<file path="config.mk">
export PLATFORM = sky130hd
export DESIGN_NAME = aesd_col_cell
export DESIGN_NICKNAME = d
export VERILOG_FILES = /design/src/rtl/core/aesd_pkg.sv /design/src/rtl/core/aesd_col_cell.sv
export SDC_FILE = /design/constraint.sdc
export NUM_CORES = 1
export LEC_CHECK = 0
export BUFFER_PORTS_ARGS = -buffer_cell sky130_fd_sc_hd__clkbuf_2
export CELL_PAD_IN_SITES_DETAIL_PLACEMENT = 1
export CELL_PAD_IN_SITES_GLOBAL_PLACEMENT = 1
export CORE_MARGIN = 5
export CORE_UTILIZATION = 29
export CTS_CLUSTER_SIZE = 12
export DETAILED_ROUTE_END_ITERATION = 7
export PLACE_DENSITY = 0.66
export SLEW_MARGIN = 30
export SYNTH_ARGS = -nofsm -noshare
export SYNTH_HDL_FRONTEND = slang
export SYNTH_SLANG_ARGS = --single-unit
</file>
<file path="constraint.sdc">
create_clock -name clk -period 6.1 [get_ports clk]
set_input_delay 0 -clock clk [delete_from_list [all_inputs] [get_ports clk]]
set_output_delay 0 -clock clk [all_outputs]
set_load 0.005 [all_outputs]
</file>
<file path="src/rtl/core/aesd_pkg.sv">
package aesd_pkg;

  localparam int NUM_ROUNDS = 10;
  localparam int RK_IDX_W   = 4;
  localparam int CFG_IDX_W  = 8;

  typedef logic [RK_IDX_W-1:0]  rk_idx_t;
  typedef logic [CFG_IDX_W-1:0] cfg_idx_t;

  localparam cfg_idx_t REG_KEY_UPPER = 8'd0;
  localparam cfg_idx_t REG_KEY_LOWER = 8'd1;

  localparam rk_idx_t LAST_RK  = 4'd10;
  localparam rk_idx_t FIRST_RK = 4'd0;

  // Control handed from the round sequencer to every column cell.
  typedef struct packed {
    logic load;  // take a new block, adding the last round key
    logic step;  // run one middle round
    logic mix;   // apply InvMixColumns after the key addition
  } cell_ctrl_t;

  localparam logic [7:0] FWD_SBOX [256] = '{
    8'h63,8'h7c,8'h77,8'h7b,8'hf2,8'h6b,8'h6f,8'hc5,8'h30,8'h01,8'h67,8'h2b,8'hfe,8'hd7,8'hab,8'h76,
    8'hca,8'h82,8'hc9,8'h7d,8'hfa,8'h59,8'h47,8'hf0,8'had,8'hd4,8'ha2,8'haf,8'h9c,8'ha4,8'h72,8'hc0,
    8'hb7,8'hfd,8'h93,8'h26,8'h36,8'h3f,8'hf7,8'hcc,8'h34,8'ha5,8'he5,8'hf1,8'h71,8'hd8,8'h31,8'h15,
    8'h04,8'hc7,8'h23,8'hc3,8'h18,8'h96,8'h05,8'h9a,8'h07,8'h12,8'h80,8'he2,8'heb,8'h27,8'hb2,8'h75,
    8'h09,8'h83,8'h2c,8'h1a,8'h1b,8'h6e,8'h5a,8'ha0,8'h52,8'h3b,8'hd6,8'hb3,8'h29,8'he3,8'h2f,8'h84,
    8'h53,8'hd1,8'h00,8'hed,8'h20,8'hfc,8'hb1,8'h5b,8'h6a,8'hcb,8'hbe,8'h39,8'h4a,8'h4c,8'h58,8'hcf,
    8'hd0,8'hef,8'haa,8'hfb,8'h43,8'h4d,8'h33,8'h85,8'h45,8'hf9,8'h02,8'h7f,8'h50,8'h3c,8'h9f,8'ha8,
    8'h51,8'ha3,8'h40,8'h8f,8'h92,8'h9d,8'h38,8'hf5,8'hbc,8'hb6,8'hda,8'h21,8'h10,8'hff,8'hf3,8'hd2,
    8'hcd,8'h0c,8'h13,8'hec,8'h5f,8'h97,8'h44,8'h17,8'hc4,8'ha7,8'h7e,8'h3d,8'h64,8'h5d,8'h19,8'h73,
    8'h60,8'h81,8'h4f,8'hdc,8'h22,8'h2a,8'h90,8'h88,8'h46,8'hee,8'hb8,8'h14,8'hde,8'h5e,8'h0b,8'hdb,
    8'he0,8'h32,8'h3a,8'h0a,8'h49,8'h06,8'h24,8'h5c,8'hc2,8'hd3,8'hac,8'h62,8'h91,8'h95,8'he4,8'h79,
    8'he7,8'hc8,8'h37,8'h6d,8'h8d,8'hd5,8'h4e,8'ha9,8'h6c,8'h56,8'hf4,8'hea,8'h65,8'h7a,8'hae,8'h08,
    8'hba,8'h78,8'h25,8'h2e,8'h1c,8'ha6,8'hb4,8'hc6,8'he8,8'hdd,8'h74,8'h1f,8'h4b,8'hbd,8'h8b,8'h8a,
    8'h70,8'h3e,8'hb5,8'h66,8'h48,8'h03,8'hf6,8'h0e,8'h61,8'h35,8'h57,8'hb9,8'h86,8'hc1,8'h1d,8'h9e,
    8'he1,8'hf8,8'h98,8'h11,8'h69,8'hd9,8'h8e,8'h94,8'h9b,8'h1e,8'h87,8'he9,8'hce,8'h55,8'h28,8'hdf,
    8'h8c,8'ha1,8'h89,8'h0d,8'hbf,8'he6,8'h42,8'h68,8'h41,8'h99,8'h2d,8'h0f,8'hb0,8'h54,8'hbb,8'h16
  };

  localparam logic [7:0] INV_SBOX [256] = '{
    8'h52,8'h09,8'h6a,8'hd5,8'h30,8'h36,8'ha5,8'h38,8'hbf,8'h40,8'ha3,8'h9e,8'h81,8'hf3,8'hd7,8'hfb,
    8'h7c,8'he3,8'h39,8'h82,8'h9b,8'h2f,8'hff,8'h87,8'h34,8'h8e,8'h43,8'h44,8'hc4,8'hde,8'he9,8'hcb,
    8'h54,8'h7b,8'h94,8'h32,8'ha6,8'hc2,8'h23,8'h3d,8'hee,8'h4c,8'h95,8'h0b,8'h42,8'hfa,8'hc3,8'h4e,
    8'h08,8'h2e,8'ha1,8'h66,8'h28,8'hd9,8'h24,8'hb2,8'h76,8'h5b,8'ha2,8'h49,8'h6d,8'h8b,8'hd1,8'h25,
    8'h72,8'hf8,8'hf6,8'h64,8'h86,8'h68,8'h98,8'h16,8'hd4,8'ha4,8'h5c,8'hcc,8'h5d,8'h65,8'hb6,8'h92,
    8'h6c,8'h70,8'h48,8'h50,8'hfd,8'hed,8'hb9,8'hda,8'h5e,8'h15,8'h46,8'h57,8'ha7,8'h8d,8'h9d,8'h84,
    8'h90,8'hd8,8'hab,8'h00,8'h8c,8'hbc,8'hd3,8'h0a,8'hf7,8'he4,8'h58,8'h05,8'hb8,8'hb3,8'h45,8'h06,
    8'hd0,8'h2c,8'h1e,8'h8f,8'hca,8'h3f,8'h0f,8'h02,8'hc1,8'haf,8'hbd,8'h03,8'h01,8'h13,8'h8a,8'h6b,
    8'h3a,8'h91,8'h11,8'h41,8'h4f,8'h67,8'hdc,8'hea,8'h97,8'hf2,8'hcf,8'hce,8'hf0,8'hb4,8'he6,8'h73,
    8'h96,8'hac,8'h74,8'h22,8'he7,8'had,8'h35,8'h85,8'he2,8'hf9,8'h37,8'he8,8'h1c,8'h75,8'hdf,8'h6e,
    8'h47,8'hf1,8'h1a,8'h71,8'h1d,8'h29,8'hc5,8'h89,8'h6f,8'hb7,8'h62,8'h0e,8'haa,8'h18,8'hbe,8'h1b,
    8'hfc,8'h56,8'h3e,8'h4b,8'hc6,8'hd2,8'h79,8'h20,8'h9a,8'hdb,8'hc0,8'hfe,8'h78,8'hcd,8'h5a,8'hf4,
    8'h1f,8'hdd,8'ha8,8'h33,8'h88,8'h07,8'hc7,8'h31,8'hb1,8'h12,8'h10,8'h59,8'h27,8'h80,8'hec,8'h5f,
    8'h60,8'h51,8'h7f,8'ha9,8'h19,8'hb5,8'h4a,8'h0d,8'h2d,8'he5,8'h7a,8'h9f,8'h93,8'hc9,8'h9c,8'hef,
    8'ha0,8'he0,8'h3b,8'h4d,8'hae,8'h2a,8'hf5,8'hb0,8'hc8,8'heb,8'hbb,8'h3c,8'h83,8'h53,8'h99,8'h61,
    8'h17,8'h2b,8'h04,8'h7e,8'hba,8'h77,8'hd6,8'h26,8'he1,8'h69,8'h14,8'h63,8'h55,8'h21,8'h0c,8'h7d
  };

  function automatic logic [7:0] xtime(input logic [7:0] b);
    return {b[6:0], 1'b0} ^ (b[7] ? 8'h1b : 8'h00);
  endfunction

  // InvMixColumns on one column; row 0 sits in the top byte.
  function automatic logic [31:0] inv_mix_col(input logic [31:0] col);
    logic [7:0] a [4];
    logic [7:0] m9 [4];
    logic [7:0] m11 [4];
    logic [7:0] m13 [4];
    logic [7:0] m14 [4];
    logic [7:0] x2;
    logic [7:0] x4;
    logic [7:0] x8;
    for (int r = 0; r < 4; r++) begin
      a[r]   = col[31-8*r -: 8];
      x2     = xtime(a[r]);
      x4     = xtime(x2);
      x8     = xtime(x4);
      m9[r]  = x8 ^ a[r];
      m11[r] = x8 ^ x2 ^ a[r];
      m13[r] = x8 ^ x4 ^ a[r];
      m14[r] = x8 ^ x4 ^ x2;
    end
    return {m14[0] ^ m11[1] ^ m13[2] ^ m9[3],
            m9[0]  ^ m14[1] ^ m11[2] ^ m13[3],
            m13[0] ^ m9[1]  ^ m14[2] ^ m11[3],
            m11[0] ^ m13[1] ^ m9[2]  ^ m14[3]};
  endfunction

endpackage

</file>
<file path="src/rtl/core/aesd_col_cell.sv">
// One state column. Each round it takes the bytes its neighbors hand over
// (the InvShiftRows pattern), substitutes them, adds its key word and mixes when ctrl.mix is set.
module aesd_col_cell (
  input  logic                  clk,
  input  aesd_pkg::cell_ctrl_t  ctrl,
  input  logic [31:0]           load_col,
  input  logic [31:0]           shifted,
  input  logic [31:0]           rkey,
  output logic [31:0]           col,
  output logic [31:0]           step_col
);

  logic [31:0] sub_col;
  logic [31:0] keyed;

  always_comb begin
    for (int r = 0; r < 4; r++) begin
      sub_col[31-8*r -: 8] = aesd_pkg::INV_SBOX[shifted[31-8*r -: 8]];
    end
    keyed    = sub_col ^ rkey;
    step_col = ctrl.mix ? aesd_pkg::inv_mix_col(keyed) : keyed;
  end

  always_ff @(posedge clk) begin
    if (ctrl.load) begin
      col <= load_col ^ rkey;
    end else if (ctrl.step) begin
      col <= step_col;
    end
  end

endmodule

</file>
## Word-level counts from Yosys, hierarchy flattened

Memories as Yosys holds them, arrays and structs flattened.
Cells that the tools add are included.

- Register bits: 32
- Bits in read-only memories: 8192
- Input port bits: 100
- Output and inout bits: 64
- Memories: 4

- Order comparisons: 4
- Muxes and demuxes: 23
- Bitwise gates (word level): 54
- Reduce and logical (&&, ||, !) cells: 1

Memories:

| name | words | width | rd ports | clocked after Yosys merged registers in | wr ports | line | RTL |
|---|---|---|---|---|---|---|---|
| (no name shown) | 256 | 8 | 1 | 0 | 0 | aesd_col_cell.sv:18 | `sub_col[31-8*r -: 8] = aesd_pkg::INV_SBOX[shifted[31-8*r -: 8]];` |
| (no name shown) | 256 | 8 | 1 | 0 | 0 | aesd_col_cell.sv:18 |  |
| (no name shown) | 256 | 8 | 1 | 0 | 0 | aesd_col_cell.sv:18 |  |
| (no name shown) | 256 | 8 | 1 | 0 | 0 | aesd_col_cell.sv:18 |  |

Operators by type and width:

| operator | number |
|---|---|
| $xor A8 B8 Y8 | 36 |
| $mux W32 | 3 |
| $xor A8 B5 Y8 | 12 |
| $mux W8 | 8 |
| $xor A32 B32 Y32 | 2 |
| $mux W5 | 12 |
| $ge A9 B9 Y1 const B | 4 |
| $not A8 Y9 | 4 |
| $reduce_bool A2 Y1 | 1 |

## Logic depth before layout (Yosys ltp)

- Word-level depth: 19
- Mapped depth: 19

## Least setup slack after synthesis

OpenSTA, ideal clock, no wires.

- Kind: in2reg
- From: input port shifted[1]
- To: register col[23], data pin
- Arrival: 4.252 ns
- Required time: 5.840 ns
- Path slack: 1.588 ns
- Cell stages on the path: 17
- Cells stage by stage: clkbuf_1 -> buf_2 -> inv_1 -> ha_1 -> clkbuf_1 -> inv_1 -> mux4_2 -> mux2_2 -> a2111o_1 -> and4_4 -> a211oi_4 -> xnor2_1 -> xor3_2 -> xnor2_1 -> and2_1 -> o31a_1 -> mux2_2

- Longest elaborated chain between the ends: 14

RTL lines:

| item | line | RTL |
|---|---|---|
| start, declared | aesd_col_cell.sv:7 | `input logic [31:0] shifted,` |
| $not A8 Y9 (implied by the code) (*) | aesd_col_cell.sv:18 |  |
| $mem_v2 Z256 W8 (*) | -- |  |
| $mux W8 (implied by the code) (*) (2 in a row) | aesd_col_cell.sv:18 |  |
| $xor A32 B32 Y32 (*) | aesd_col_cell.sv:20 | `keyed = sub_col ^ rkey;` |
| $xor A8 B5 Y8 (3 in a row) | aesd_pkg.sv:62 | `return {b[6:0], 1'b0} ^ (b[7] ? 8'h1b : 8'h00);` |
| $xor A8 B8 Y8 | aesd_pkg.sv:82 | `m13[r] = x8 ^ x4 ^ a[r];` |
| $xor A8 B8 Y8 (*) | aesd_pkg.sv:82 |  |
| $xor A8 B8 Y8 (*) | aesd_pkg.sv:86 | `m9[0] ^ m14[1] ^ m11[2] ^ m13[3],` |
| $mux W32 (*) | aesd_col_cell.sv:21 | `step_col = ctrl.mix ? aesd_pkg::inv_mix_col(keyed) : keyed;` |
| net step_col[23] | aesd_col_cell.sv:10 | `output logic [31:0] step_col` |
| $mux W32 (*) | aesd_col_cell.sv:27 | `end else if (ctrl.step) begin` |
| $mux W32 (*) | aesd_col_cell.sv:25 | `if (ctrl.load) begin` |
| end signal, assigned | aesd_col_cell.sv:26 | `col <= load_col ^ rkey;` |
| end signal, assigned | aesd_col_cell.sv:28 | `col <= step_col;` |
| end, declared | aesd_col_cell.sv:9 | `output logic [31:0] col,` |

The timed path passes the listed nets; every way through them passes the cells marked *. The select of a mux whose other input is x is not followed.
A chain may end at the register's enable or synchronous reset.

## Final worst setup path

- From: input port shifted[25]
- To: output port step_col[4]

- Longest elaborated chain between the ends: 15
- Elaborated cells between the ends (all ways): 17
- Classes of those cells: mux (6); bitwise (10); memory (1)

RTL lines:

| item | line | RTL |
|---|---|---|
| $not A8 Y9 (implied by the code) (*) | aesd_col_cell.sv:18 |  |
| $mem_v2 Z256 W8 (*) | -- |  |
| $mux W8 (implied by the code) (*) (2 in a row) | aesd_col_cell.sv:18 |  |
| $xor A32 B32 Y32 (*) | aesd_col_cell.sv:20 |  |
| $xor A8 B5 Y8 | aesd_pkg.sv:62 |  |
| $mux W5 / $xor A8 B5 Y8 (equally long branches) | aesd_pkg.sv:62 |  |
| $xor A8 B5 Y8 / $mux W5 (equally long branches) | aesd_pkg.sv:62 |  |
| $xor A8 B5 Y8 | aesd_pkg.sv:62 |  |
| $xor A8 B8 Y8 | aesd_pkg.sv:81 | `m11[r] = x8 ^ x2 ^ a[r];` |
| $xor A8 B8 Y8 (*) | aesd_pkg.sv:81 |  |
| $xor A8 B8 Y8 (*) (3 in a row) | aesd_pkg.sv:88 | `m11[0] ^ m13[1] ^ m9[2] ^ m14[3]};` |
| $mux W32 (*) | aesd_col_cell.sv:21 |  |
| end, declared | aesd_col_cell.sv:10 |  |

Mark *: on every way between the ends. The rest lies on a longest branch, timed or not. The select of a mux whose other input is x is not followed.

==> key figures <==
Setup path
  • WS Path Type: primary input to primary output
  • Slowest stage cell on the critical path: ha_1
  • Setup crit start: shifted[25]
  • Cell family with most CP delay: XOR/XNOR gates
  • WP data required: 6100 ps
  • Worst setup EP type: primary output
  • Crit-path cells: clkbuf_2 > buf_4 > ha_1 > buf_4 > nor2b_1 > o32a_1 > o21ai_0 > a2111oi_0 > nor4_1 > xnor2_1 > xnor3_1 > xnor3_1 > xor2_1 > xnor3_1 > nand2_1 > nand2_1 > clkbuf_2
  • CP Buf/Inv Count: 4
  • Worst path most repeated cell: xnor3_1
  • Worst setup SP type: primary input
  • Worst Path Max Fanout: 23
  • Data arrival, critical path: between 5000 and 6000 ps
  • CP max stage delay: 680 ps

Logic synthesis
  • Yosys warns: 0
  • EDFF count, synth: 32
  • Post-Synthesis Cell Area: 19400 um2
  • Yosys top cell area share: under 10%
  • Async SR Flop Fraction: 0%
  • Seq/Total Area, Yosys: about 5%
  • Avg Inst Size Synth: approximately 7.4 um2
  • Mapped Cells: around 2600
  • Syn Nets: 2793
  • Largest cells by area after synthesis: xnor2_1 (5.5%), edfxtp_1 (4.9%), ha_1 (4.8%)
  • Synth Flop Type: edfxtp_1
  • Cell variety after synth: 113
  • Yosys reg bits: 32
  • Largest area contributor in the netlist: xnor2_1

CTS
  • Clock sinks: 32
  • CTS tree: yes
  • Clock-pin slew on the worst setup and hold paths: 70 ps
  • Root buffer cell: clkbuf_16
  • Postcts setup bufs: 0
  • CTS resizes: 0
  • Max Root-Sink Buffers: 2
  • Cts hold-fix bufs: 0
  • H-Tree Depth: 2
  • CTS buffer count: 5

Cells and area
  • Most common cell after layout, fill and taps aside: nand2_1
  • Reg with most FFs: col
  • Commonest cells after routing, fill and taps aside: nand2_1 (184), a21oi_1 (177), nor2_1 (170)
  • Regs by FF count: col: 32 flops
  • Final std cell area, no fill: 20800 um2
  • Non-Filler Instances: ~3500
  • Layout cells sized above 1: 16.3%
  • Max reg flops: 32
  • Synth-to-Final Area Change: 6.76%
  • Final net count: between 2000 and 3000
  • Final Util: a little under a third

Global routing
  • Initial antenna violation count: 8
  • Pin count of the biggest net entering global routing: 75
  • GRT overflow: 0
  • Vias in the first global route: between 20000 and 25000
  • First-pass GRT wire length: 156 mm
  • Total track usage: 27.8%

Status
  • Status: finished clean

Route
  • DR vias: 23400
  • DR WL met2: 45.4 mm
  • M1 wire length: 44.8 mm
  • Vias per cell: 6.73
  • Wire length per cell: just over 30 um
  • Top routing layer in use: met5
  • DRT Wirelength: 106 mm
  • DRT antenna net count: 0
  • Drc violations: 0
  • Number of DRC markers in iteration 0: ~3400
  • Pre-antenna DRT Iters: 6
  • Routed wl met3: 10.7 mm

Floorplan
  • Top Ports: 164
  • Die height: 269 um
  • Rows: 95
  • Core area: around 67000 um2
  • Die Area: roughly 72000 um2
  • Width of the die: around 270 um
  • Initial Util: roughly 29%

Worst hold path
  • Worst hold start: load_col[15]
  • HP Class: primary input to flip-flop

Placement
  • HPWL after DPL: 78.3 mm
  • Place WS: 421 ps
  • Post-Place Cell Area: between 20000 and 25000 um2
  • RePlAce Congestion: 1.05
  • Placed insts: 3465
  • Port bufs: 163

Timing
  • Fin crit period: ~5800 ps
  • RSZ-0062 raised after global routing: no
  • Worst Max-Slew Pin Slew: approximately 1100 ps
  • Final setup fails: 0
  • Max-slew violation total from the final report: 0
  • PnR worst setup slack: 350 ps
  • Final TNS setup: 0 ps
  • Fin. Hold Viols: 0
  • Min Hold Slack: 54.2 ps
  • Slew margin rel.: 28.4%
  • Tcrit/Tclk final: 94.3%
  • Fmax: 0.174 GHz

Power
  • PwrDens: slightly below 300 nW/um2
  • Design Power: 6.13 mW
  • Max rail drop VDD: 0.291 mV
  • Standby leakage power: 7.68 nW

Flow run
  • Max cap viols: 0
## routing by layer
layer | vias to the layer above | track usage, %
li1 | 9943 | -
met1 | 11400 | 39.1
met2 | 1661 | 42.3
met3 | 361 | 4.99
met4 | 8 | 10.4
met5 | - | 0
## synthesized netlist by cell type, drive strengths merged, types with 30 or more instances
cell,instances
a211oi,61
a21oi,177
a221oi,30
a311oi,44
a31oi,45
and2,31
buf,187
clkbuf,103
edfxtp,32
ha,75
inv,48
mux2i,50
mux4,33
nand2,184
nand2b,109
nand3,62
nor2,171
nor2b,90
nor3,76
o211ai,46
o21ai,144
o311ai,42
o31ai,35
xnor2,138
xnor3,32
xor2,68
## layout make-up
cell class / instances / area (um2)
Antenna cell: 4 / 10.0
Fill cell: 8285 / 46000
Clock buffer: 5 / 125
Multi-Input combinational cell: 2241 / 16700
Timing Repair Buffer: 264 / 1630
Clock inverter: 3 / 23.8
Sequential cell: 32 / 961
Inverter: 55 / 209
Tap cell: 873 / 1090
## cells by family (layout without fill, tap and decap cells)
logic type	count (synthesis)	after routing	share of synthesized area, %
adders and majority gates	75	75	4.83
buffers and inverters	345	327	9.16
and+or+nand+nor	895	895	24.2
AOI/OAI and AO/OA	917	917	34.0
xor gates and xnor gates	242	242	14.7
DFF	32	32	4.94
other	0	4	0
muxes	112	112	8.09
## where the power goes
group	switching (mW)	internal (mW)	total, mW
clock	0.133	0.153	0.285
combinational	3.11	2.27	5.38
sequential	0.0673	0.398	0.465
## path summary, 6_finish.rpt
kind	end	slack, ps	cells past startpoint
max	step_col[4]	350	17
min	col[15]$_DFFE_PP_	50	3
(Power assumes the default switching activity.)
